<file path="config.mk">
export PLATFORM = sky130hd
export DESIGN_NAME = assembly_source_tokenizer
export DESIGN_NICKNAME = d
export VERILOG_FILES = /design/src/design/ast_pkg.sv /design/src/design/ast_scan.sv /design/src/design/ast_fifo.sv /design/src/design/assembly_source_tokenizer.sv
export SDC_FILE = /design/constraint.sdc
export NUM_CORES = 1
export LEC_CHECK = 0
export ABC_AREA = 1
export ABC_CLOCK_PERIOD_IN_PS = 6160
export BUFFER_PORTS_ARGS = -buffer_cell sky130_fd_sc_hd__buf_2
export CAP_MARGIN = 40
export CORE_MARGIN = 8
export CORE_UTILIZATION = 45
export DETAILED_ROUTE_END_ITERATION = 7
export PLACE_DENSITY = 0.6
export SETUP_SLACK_MARGIN = 0.1
export SYNTH_ARGS = -nofsm -noshare
export SYNTH_HDL_FRONTEND = slang
export SYNTH_SLANG_ARGS = --single-unit
</file>
<file path="constraint.sdc">
create_clock -name clk_i -period 6.16 [get_ports clk_i]
set_input_delay 1.848 -clock clk_i [delete_from_list [all_inputs] [get_ports clk_i]]
set_output_delay 1.848 -clock clk_i [all_outputs]
set_load 0.02 [all_outputs]
</file>
<file path="src/design/ast_pkg.sv">
// Shared types, constants and character-class helpers for the assembly source tokenizer.
// No dependencies; imported by ast_scan, ast_fifo and assembly_source_tokenizer.
package ast_pkg;

  // Width of the pending-token length counter
  localparam int unsigned LENGTH_BITS = 8;
  // Width of the reported token length
  localparam int unsigned TOKLEN_W    = 8;
  // Result queue depth and pointer widths
  localparam int unsigned FIFO_DEPTH  = 4;
  localparam int unsigned PTR_W       = $clog2(FIFO_DEPTH);
  localparam int unsigned CNT_W       = $clog2(FIFO_DEPTH + 1);

  // Character codes
  localparam logic [7:0] CH_NUL    = 8'h00;
  localparam logic [7:0] CH_NL     = 8'h0A;
  localparam logic [7:0] CH_SPACE  = 8'h20;
  localparam logic [7:0] CH_SEMI   = 8'h3B;
  localparam logic [7:0] CH_COLON  = 8'h3A;
  localparam logic [7:0] CH_X      = 8'h78;
  localparam logic [7:0] CH_UPPERA = 8'h41;
  localparam logic [7:0] CH_UPPERF = 8'h46;
  localparam logic [7:0] CH_UPPERZ = 8'h5A;
  localparam logic [7:0] CH_LOWERA = 8'h61;
  localparam logic [7:0] CH_LOWERZ = 8'h7A;
  localparam logic [7:0] CH_ZERO   = 8'h30;
  localparam logic [7:0] CH_NINE   = 8'h39;
  localparam logic [7:0] CH_LBRACK = 8'h5B;
  localparam logic [7:0] CH_RBRACK = 8'h5D;
  localparam logic [7:0] CH_COMMA  = 8'h2C;
  localparam logic [7:0] CH_PLUS   = 8'h2B;

  typedef enum logic [3:0] {
    TK_COMMENT  = 4'd0,
    TK_NEWLINE  = 4'd1,
    TK_NAME     = 4'd2,
    TK_LABEL    = 4'd3,
    TK_HEX      = 4'd4,
    TK_DEC      = 4'd5,
    TK_LBRACKET = 4'd6,
    TK_RBRACKET = 4'd7,
    TK_COMMA    = 4'd8,
    TK_PLUS     = 4'd9,
    TK_END      = 4'd10,
    TK_ERROR    = 4'd11
  } tok_kind_e;

  // One result transaction
  typedef struct packed {
    tok_kind_e           kind;
    logic [TOKLEN_W-1:0] len;
    logic                last;
  } result_t;

  // Results produced by one accepted byte
  typedef struct packed {
    logic [1:0] num;
    result_t    r0;
    result_t    r1;
  } push_t;

  function automatic logic is_letter(logic [7:0] c);
    return (c inside {[CH_LOWERA:CH_LOWERZ]}) || (c inside {[CH_UPPERA:CH_UPPERZ]});
  endfunction

  function automatic logic is_digit(logic [7:0] c);
    return c inside {[CH_ZERO:CH_NINE]};
  endfunction

  function automatic logic is_hex(logic [7:0] c);
    return is_digit(c) || (c inside {[CH_UPPERA:CH_UPPERF]}) || (c == CH_X);
  endfunction

  // Clamp the pending length to the reported width
  function automatic logic [TOKLEN_W-1:0] cap_len(logic [LENGTH_BITS-1:0] run);
    logic [15:0] ext;
    ext = 16'(run);
    return (ext > 16'd255) ? {TOKLEN_W{1'b1}} : ext[TOKLEN_W-1:0];
  endfunction

endpackage

</file>
<file path="src/design/ast_scan.sv">
// Token scanner: holds the current mode and run length and turns one byte into
// up to two results. Depends on ast_pkg.
module ast_scan (
  input  logic              clk_i,
  input  logic              rst_ni,
  input  logic              fire_i,
  input  logic [7:0]        char_byte_i,
  output ast_pkg::push_t    push_o
);
  import ast_pkg::*;

  localparam logic [2:0] MODE_IDLE    = 3'd0;
  localparam logic [2:0] MODE_COMMENT = 3'd1;
  localparam logic [2:0] MODE_NAME    = 3'd2;
  localparam logic [2:0] MODE_LABEL   = 3'd3;
  localparam logic [2:0] MODE_DIGIT1  = 3'd4;
  localparam logic [2:0] MODE_DEC     = 3'd5;
  localparam logic [2:0] MODE_HEX     = 3'd6;

  logic [2:0]             mode_q, mode_d;
  logic [LENGTH_BITS-1:0] run_q, run_d;

  // Start-of-token decode
  logic                   st_emit;
  tok_kind_e              st_kind;
  logic [TOKLEN_W-1:0]    st_len;
  logic [2:0]             st_mode;
  logic                   st_one;

  // Pending-token decode
  logic                   pend;
  logic                   more;
  tok_kind_e              pend_kind;
  logic [2:0]             cont_mode;
  logic [LENGTH_BITS-1:0] run_inc;

  // Classify the byte as the first of a new token
  always_comb begin
    st_emit = 1'b0;
    st_kind = TK_ERROR;
    st_len  = TOKLEN_W'(1);
    st_mode = MODE_IDLE;
    st_one  = 1'b0;
    if (char_byte_i == CH_SPACE) begin
      st_emit = 1'b0;
    end else if (char_byte_i == CH_NUL) begin
      st_emit = 1'b1;
      st_kind = TK_END;
      st_len  = '0;
    end else if (char_byte_i == CH_SEMI) begin
      st_mode = MODE_COMMENT;
      st_one  = 1'b1;
    end else if (char_byte_i == CH_NL) begin
      st_emit = 1'b1;
      st_kind = TK_NEWLINE;
    end else if (is_letter(char_byte_i)) begin
      st_mode = MODE_NAME;
      st_one  = 1'b1;
    end else if (char_byte_i == CH_COLON) begin
      st_mode = MODE_LABEL;
      st_one  = 1'b1;
    end else if (is_digit(char_byte_i)) begin
      st_mode = MODE_DIGIT1;
      st_one  = 1'b1;
    end else if (char_byte_i == CH_LBRACK) begin
      st_emit = 1'b1;
      st_kind = TK_LBRACKET;
    end else if (char_byte_i == CH_RBRACK) begin
      st_emit = 1'b1;
      st_kind = TK_RBRACKET;
    end else if (char_byte_i == CH_COMMA) begin
      st_emit = 1'b1;
      st_kind = TK_COMMA;
    end else if (char_byte_i == CH_PLUS) begin
      st_emit = 1'b1;
      st_kind = TK_PLUS;
    end else begin
      st_emit = 1'b1;
      st_kind = TK_ERROR;
    end
  end

  // Decide whether the byte extends the pending token
  always_comb begin
    pend      = 1'b1;
    more      = 1'b0;
    pend_kind = TK_COMMENT;
    cont_mode = mode_q;
    case (mode_q)
      MODE_COMMENT: begin
        more      = (char_byte_i != CH_NL) && (char_byte_i != CH_NUL);
        pend_kind = TK_COMMENT;
      end
      MODE_NAME: begin
        more      = is_letter(char_byte_i);
        pend_kind = TK_NAME;
      end
      MODE_LABEL: begin
        more      = is_letter(char_byte_i);
        pend_kind = TK_LABEL;
      end
      MODE_DIGIT1: begin
        pend_kind = TK_DEC;
        if (char_byte_i == CH_X) begin
          more      = 1'b1;
          cont_mode = MODE_HEX;
        end else if (is_digit(char_byte_i)) begin
          more      = 1'b1;
          cont_mode = MODE_DEC;
        end
      end
      MODE_DEC: begin
        more      = is_digit(char_byte_i);
        pend_kind = TK_DEC;
      end
      MODE_HEX: begin
        more      = is_hex(char_byte_i);
        pend_kind = TK_HEX;
      end
      default: begin
        pend = 1'b0;
      end
    endcase
  end

  // Saturating length increment
  assign run_inc = (run_q == {LENGTH_BITS{1'b1}}) ? run_q : run_q + LENGTH_BITS'(1);

  // Build results and next state
  always_comb begin
    push_o = '0;
    mode_d = mode_q;
    run_d  = run_q;
    if (pend && more) begin
      mode_d = cont_mode;
      run_d  = run_inc;
    end else begin
      mode_d = st_mode;
      run_d  = st_one ? LENGTH_BITS'(1) : '0;
      if (pend) begin
        push_o.r0.kind = pend_kind;
        push_o.r0.len  = cap_len(run_q);
        push_o.r0.last = !st_emit;
        push_o.r1.kind = st_kind;
        push_o.r1.len  = st_len;
        push_o.r1.last = 1'b1;
        push_o.num     = st_emit ? 2'd2 : 2'd1;
      end else begin
        push_o.r0.kind = st_kind;
        push_o.r0.len  = st_len;
        push_o.r0.last = 1'b1;
        push_o.num     = st_emit ? 2'd1 : 2'd0;
      end
    end
  end

  // Advance scan state on each input transaction
  always_ff @(posedge clk_i or negedge rst_ni) begin
    if (!rst_ni) begin
      mode_q <= MODE_IDLE;
      run_q  <= '0;
    end else if (fire_i) begin
      mode_q <= mode_d;
      run_q  <= run_d;
    end
  end

  // A zero byte always leaves the scanner idle and empty
  a_nul_to_idle: assert property (@(posedge clk_i) disable iff (!rst_ni)
    fire_i && (char_byte_i == CH_NUL) |=> (mode_q == MODE_IDLE) && (run_q == '0))
    else $error("zero byte did not return scanner to idle");

  // A letter seen between tokens opens a name of length one
  a_letter_opens_name: assert property (@(posedge clk_i) disable iff (!rst_ni)
    fire_i && (mode_q == MODE_IDLE) && is_letter(char_byte_i)
    |=> (mode_q == MODE_NAME) && (run_q == LENGTH_BITS'(1)))
    else $error("letter did not open a name token");

  // The unused mode code is never entered
  a_no_mode7: assert property (@(posedge clk_i) disable iff (!rst_ni)
    fire_i |=> mode_q != 3'd7)
    else $error("scanner entered unused mode");

endmodule

</file>
<file path="src/design/ast_fifo.sv">
// Result queue: takes up to two results per cycle and hands out one per
// transaction. Depends on ast_pkg.
module ast_fifo (
  input  logic               clk_i,
  input  logic               rst_ni,
  input  logic               push_en_i,
  input  ast_pkg::push_t     push_i,
  output logic               space_o,
  output logic               out_valid_o,
  input  logic               out_ready_i,
  output ast_pkg::result_t   head_o
);
  import ast_pkg::*;

  result_t              mem_q [FIFO_DEPTH];
  logic [PTR_W-1:0]     wr_ptr_q, rd_ptr_q;
  logic [CNT_W-1:0]     count_q, count_d;
  logic [1:0]           push_n;
  logic                 pop;
  logic [PTR_W-1:0]     wr_ptr_nx;

  assign push_n      = push_en_i ? push_i.num : 2'd0;
  assign pop         = out_valid_o && out_ready_i;
  assign out_valid_o = (count_q != '0);
  assign head_o      = mem_q[rd_ptr_q];
  // Room for a worst-case pair of results
  assign space_o     = (count_q <= CNT_W'(FIFO_DEPTH - 2));
  assign wr_ptr_nx   = wr_ptr_q + PTR_W'(1);
  assign count_d     = count_q + CNT_W'(push_n) - CNT_W'(pop);

  // Store incoming results
  always_ff @(posedge clk_i) begin
    if (push_n != 2'd0) begin
      mem_q[wr_ptr_q] <= push_i.r0;
    end
    if (push_n == 2'd2) begin
      mem_q[wr_ptr_nx] <= push_i.r1;
    end
  end

  // Advance pointers and occupancy
  always_ff @(posedge clk_i or negedge rst_ni) begin
    if (!rst_ni) begin
      wr_ptr_q <= '0;
      rd_ptr_q <= '0;
      count_q  <= '0;
    end else begin
      wr_ptr_q <= wr_ptr_q + PTR_W'(push_n);
      if (pop) begin
        rd_ptr_q <= rd_ptr_q + PTR_W'(1);
      end
      count_q <= count_d;
    end
  end

  // Occupancy never exceeds the depth
  a_no_overflow: assert property (@(posedge clk_i) disable iff (!rst_ni)
    count_q <= CNT_W'(FIFO_DEPTH))
    else $error("result queue overflow");

  // Occupancy tracks the pointer distance
  a_ptr_count: assert property (@(posedge clk_i) disable iff (!rst_ni)
    (count_q != CNT_W'(FIFO_DEPTH)) |-> (PTR_W'(count_q) == PTR_W'(wr_ptr_q - rd_ptr_q)))
    else $error("queue pointers disagree with count");

  // Push only while room for a pair of results remains
  a_push_room: assert property (@(posedge clk_i) disable iff (!rst_ni)
    push_en_i |-> (count_q <= CNT_W'(FIFO_DEPTH - 2)))
    else $error("push into a queue without room");

endmodule

</file>
<file path="src/design/assembly_source_tokenizer.sv">
// Top level of the assembly source tokenizer: scanner plus result queue.
// Depends on ast_pkg, ast_scan and ast_fifo.
//
// Usage:
//   Input channel (in_valid_i/in_ready_o/char_byte_i) carries one source
//   byte per transaction; a zero byte flushes any pending token and yields
//   an end token. Output channel (out_valid_o/out_ready_i) carries one token
//   per transaction: token_kind_o, token_length_o and last_o, which marks the
//   final result caused by a given byte.
//   Results are written into the four-entry result queue when the byte
//   that completes the token is accepted, and leave it in order.
//   Throughput: one byte per cycle while in_ready_o is high. Each byte yields
//   zero, one or two results; the output side drains one per cycle while
//   out_ready_i is high, so a byte that yields two grows the queue by one.
//   Input is accepted whenever the queue holds two or fewer results; when
//   the receiver stalls the queue fills and in_ready_o drops until room for
//   two more results is back.
//   Reset clears the scanner to idle with zero length and empties the queue.
module assembly_source_tokenizer (
  input  logic        clk_i,
  input  logic        rst_ni,
  input  logic        in_valid_i,
  output logic        in_ready_o,
  input  logic [7:0]  char_byte_i,
  output logic        out_valid_o,
  input  logic        out_ready_i,
  output logic [3:0]  token_kind_o,
  output logic [7:0]  token_length_o,
  output logic        last_o
);
  import ast_pkg::*;

  logic    fire;
  push_t   push;
  result_t head;

  assign fire = in_valid_i && in_ready_o;

  // Scan bytes into results
  ast_scan u_scan (
    .clk_i       (clk_i),
    .rst_ni      (rst_ni),
    .fire_i      (fire),
    .char_byte_i (char_byte_i),
    .push_o      (push)
  );

  // Queue results toward the receiver
  ast_fifo u_fifo (
    .clk_i       (clk_i),
    .rst_ni      (rst_ni),
    .push_en_i   (fire),
    .push_i      (push),
    .space_o     (in_ready_o),
    .out_valid_o (out_valid_o),
    .out_ready_i (out_ready_i),
    .head_o      (head)
  );

  assign token_kind_o   = head.kind;
  assign token_length_o = head.len;
  assign last_o         = head.last;

  // A zero byte always produces a final end token
  a_nul_ends: assert property (@(posedge clk_i) disable iff (!rst_ni)
    fire && (char_byte_i == CH_NUL)
    |-> (push.num != 2'd0) && ((push.num == 2'd1) ? (push.r0.kind == TK_END)
                                                  : (push.r1.kind == TK_END)))
    else $error("zero byte did not produce end token");

  // Hold a waiting result steady until it is taken
  a_out_hold: assert property (@(posedge clk_i) disable iff (!rst_ni)
    out_valid_o && !out_ready_i
    |=> out_valid_o && $stable({token_kind_o, token_length_o, last_o}))
    else $error("waiting result changed before transaction");

  // Input only stalls while results are waiting
  a_stall_has_output: assert property (@(posedge clk_i) disable iff (!rst_ni)
    !in_ready_o |-> out_valid_o)
    else $error("input stalled with an empty queue");

endmodule
</file>
==> summary.txt <==
Setup path
  • Critical path, cell by cell: buf_2 -> inv_2 -> nand2_1 -> nor2_2 -> nand2_1 -> nand2_1 -> nand2_1 -> nand2_1 -> nand2_1 -> a21oi_1 -> nand3_1 -> a21oi_1 -> ha_1 -> inv_1 -> nor2_4 -> nand3_1 -> nand2_1
  • Critical Path Start: char_byte_i[7]
  • Worst R2R Start: u_scan.mode_q[2]
  • Reg2Reg Setup Slack: 3.01 ns
  • Top cell by count, worst path: nand2_1
  • R2R Path End: u_fifo.mem_q[3][12]
  • Worst Setup End Kind: flip-flop
  • Reg2Reg Depth: 8
  • Data arrival, critical path: 4.79 ns
  • Crit-path max FO: 13
  • Crit-path max cell delay: 0.52 ns
  • Req. time, crit path: 6.19 ns
  • WS Path Type: in -> reg
  • Slowest-stage cell, CP: ha_1
  • Delay-heaviest family, CP: simple AND/OR/NAND/NOR gates
  • CP Buf/Inv Count: 3
  • Kind of start point of the critical path: input port

Synthesis
  • Post-synthesis sequential area ratio: 41.4%
  • Cell taking the most area after synthesis: edfxtp_1
  • Yosys cell types: 39
  • Synth top area share: between 15 and 20%
  • Mean Syn Cell Area: 7.67 sq um
  • Synthesized instance count: 545
  • Mapped Area: around 4200 sq um
  • Ranking of synthesized cells by area: edfxtp_1 (17%), dfxtp_1 (13%), nand3_1 (11%)
  • Synthesized flop and latch total: 70
  • Ys Warns: 0
  • Synthesized Nets: around 560

Floorplan
  • Die height: 112 microns
  • Die span in x: around 110 microns
  • # IOs: 27
  • Core area: 9110 sq um
  • Num rows: 35
  • Starting Density: 45.9%
  • Die footprint: 12600 sq um

Layout
  • Most frequent cells in the layout: nand2_1 (99), nand3_1 (96), nor2_1 (62)
  • Fillers: approximately 900
  • Final nets: 579
  • Post-Layout Cell Count: 677
  • Most common cell after layout, fill and taps aside: nand2_1
  • Fraction of layout instances using a drive strength above 1: 14.8%
  • # diodes: 0
  • P&R area growth vs syn: 8.44%
  • Final instance area: around 4500 sq um
  • Final core utilization: between 40 and 50%

STA
  • Slew at the pin closest to its max-slew limit: 0.788 ns
  • Hold slack: 0.467 ns
  • Final worst slack: 1.40 ns
  • Final Hold Fails: 0
  • Slew HR: 47.3%
  • Tmin final: between 4 and 5 ns
  • Clock Skews: 0.00555 ns
  • Setup_tns: 0 ns
  • Final Slew Violations: 0
  • Final setup vio count: 0
  • Final period utilization: 77.2%
  • Fmax achieved: 210 MHz
  • RSZ-0062 raised after global routing: false

Min path
  • Hold worst-path end: u_fifo.mem_q[2][2]
  • Hold Path Class: reg -> reg
  • Critical hold path startpoint: u_fifo.mem_q[2][2]
  • Hold path depth: 2

Pwr
  • VDD IR max: about 0.20 mV
  • Pwr Total: 2.19 mW
  • Power density over the cells: 484 nW/um^2
  • LEAKAGE: 1.94 nW

Clock network
  • Clk slew on worst S/H paths: roughly 0.080 ns
  • Post CTS Setup Buffer Count: 0
  • Clk Latency, worst-skew pair: around 0.35 ns
  • CTS buffer count: 9
  • CTS tree: yes
  • Resized cells post-CTS: 0
  • Cts hold-fix bufs: 0
  • CTS root buf: clkbuf_8
  • Clk sinks: 70
  • Deepest clock path buffer count: 2
  • H-tree levels: 3

Place
  • Hpwl dp: 7670 microns
  • Placed instance area: 4340 sq um
  • Port buffer count: 26
  • Pre-CTS setup slack: a little over 1 ns
  • Inst Count DP: approximately 660
  • GP Congestion: 0.919

Global route
  • GRT Residual Overflow: 0
  • All-Layer GR Usage: 17.1%
  • Global-route wire length before repair: 17600 microns
  • Vias in the first global route: 3506
  • Initial antenna violation count: 0
  • Largest net degree at the start of global routing: 49

Routing
  • WL met2: 4850 microns
  • DR top layer: met4
  • Met3 WL: 500 microns
  • WL met1: 4910 microns
  • Routed vias/inst: approximately 5.5
  • Drt wl/cell: 15.3 microns
  • Violation count after the first detailed-route iteration: 288
  • Drt drc: 0
  • Final WL: between 10000 and 15000 microns
  • Vias: 3702
  • Antenna viol nets, final: 0
  • Drt first pass iters: 4

Run
  • Maxcap violations: 0

Run status
  • Outcome: complete, no violations
==> per-layer routing <==
metal  vias to the layer above  global-route usage, %
met5                         -                      0
met4                         0                   3.42
met3                        13                   4.24
met2                        77                   27.5
met1                      1726                   22.8
li1                       1886                      -
==> worst max path at each step <==
stage	to	slack, ns	cells after the start
CTS	u_fifo.mem_q[3][1]	1.39	17
global route	u_fifo.mem_q[3][1]	1.08	17
global placement	u_fifo.mem_q[3][1]	1.12	17
floorplan	u_fifo.count_q[2]	1.68	18
finish	u_fifo.mem_q[3][1]	1.40	17
detailed placement	u_fifo.mem_q[3][1]	1.02	17
==> flip-flops by register name (all words and copies together) (netlist names) <==
signal,count
u_fifo.count_q,3
u_scan.run_q,8
u_fifo.rd_ptr_q,2
u_scan.mode_q,3
u_fifo.wr_ptr_q,2
u_fifo.mem_q,52
==> layout make-up <==
| cell class | count | area [sq um] | share of cell area [%] |
|---|---|---|---|
| flip-flops and latches | 70 | 1730 | 38.2 |
| clock buffers | 10 | 128 | 2.81 |
| repair buffers | 30 | 160 | 3.53 |
| multi-input cells | 407 | 2150 | 47.3 |
| clock inverters | 6 | 70.1 | 1.54 |
| well taps | 111 | 139 | 3.06 |
| inverters | 43 | 161 | 3.56 |
==> tightest hold or removal path: cells and delay by family, from the launching register on <==
family	cells	cell delay [ns]
flops	1	0.31
simple gates	2	0.11
==> cell usage after synthesis <==
master and number:
o21ai_1 23, nand4_1 3, ha_1 5, nand3_1 96, xnor2_1 1, buf_4 1, o31ai_1 1, nand2_4 1
nand2_1 99, a22oi_1 1, o2111ai_4 4, nor2_1 62, nor3_1 8, nor2_4 1, nor4_1 1, edfxtp_1 24
buf_2 13, nand3_4 2, and3_1 1, nor2_2 12, a21oi_1 12, dfrtp_1 18, o21ai_0 40, o21ai_2 1
and2_1 1, xor2_1 7, buf_6 4, nor2_8 2, inv_2 9, clkbuf_1 7, inv_1 34, nand4_4 1
o22ai_1 13, a31oi_1 1, a21boi_0 1, nand2_2 5, or2_2 1, fa_1 1, dfxtp_1 28
==> logic make-up after synthesis <==
family,after synthesis,synth area share (%)
buffers and inverters,68,7.30
and+or+nand+nor,296,33.3
adders and majority gates,6,1.97
AOI/OAI and AO/OA,97,14.3
xor gates and xnor gates,8,1.68
DFF,70,41.4
==> power by group <==
| part | switching, mW | total, mW | leakage (nW) | internal, mW |
|---|---|---|---|---|
| sequential | 0.0763 | 0.686 | 0.678 | 0.610 |
| combinational | 0.811 | 1.13 | 1.16 | 0.317 |
| clock | 0.189 | 0.379 | 0.101 | 0.190 |
Note: power is estimated with default switching activity, not from simulation.
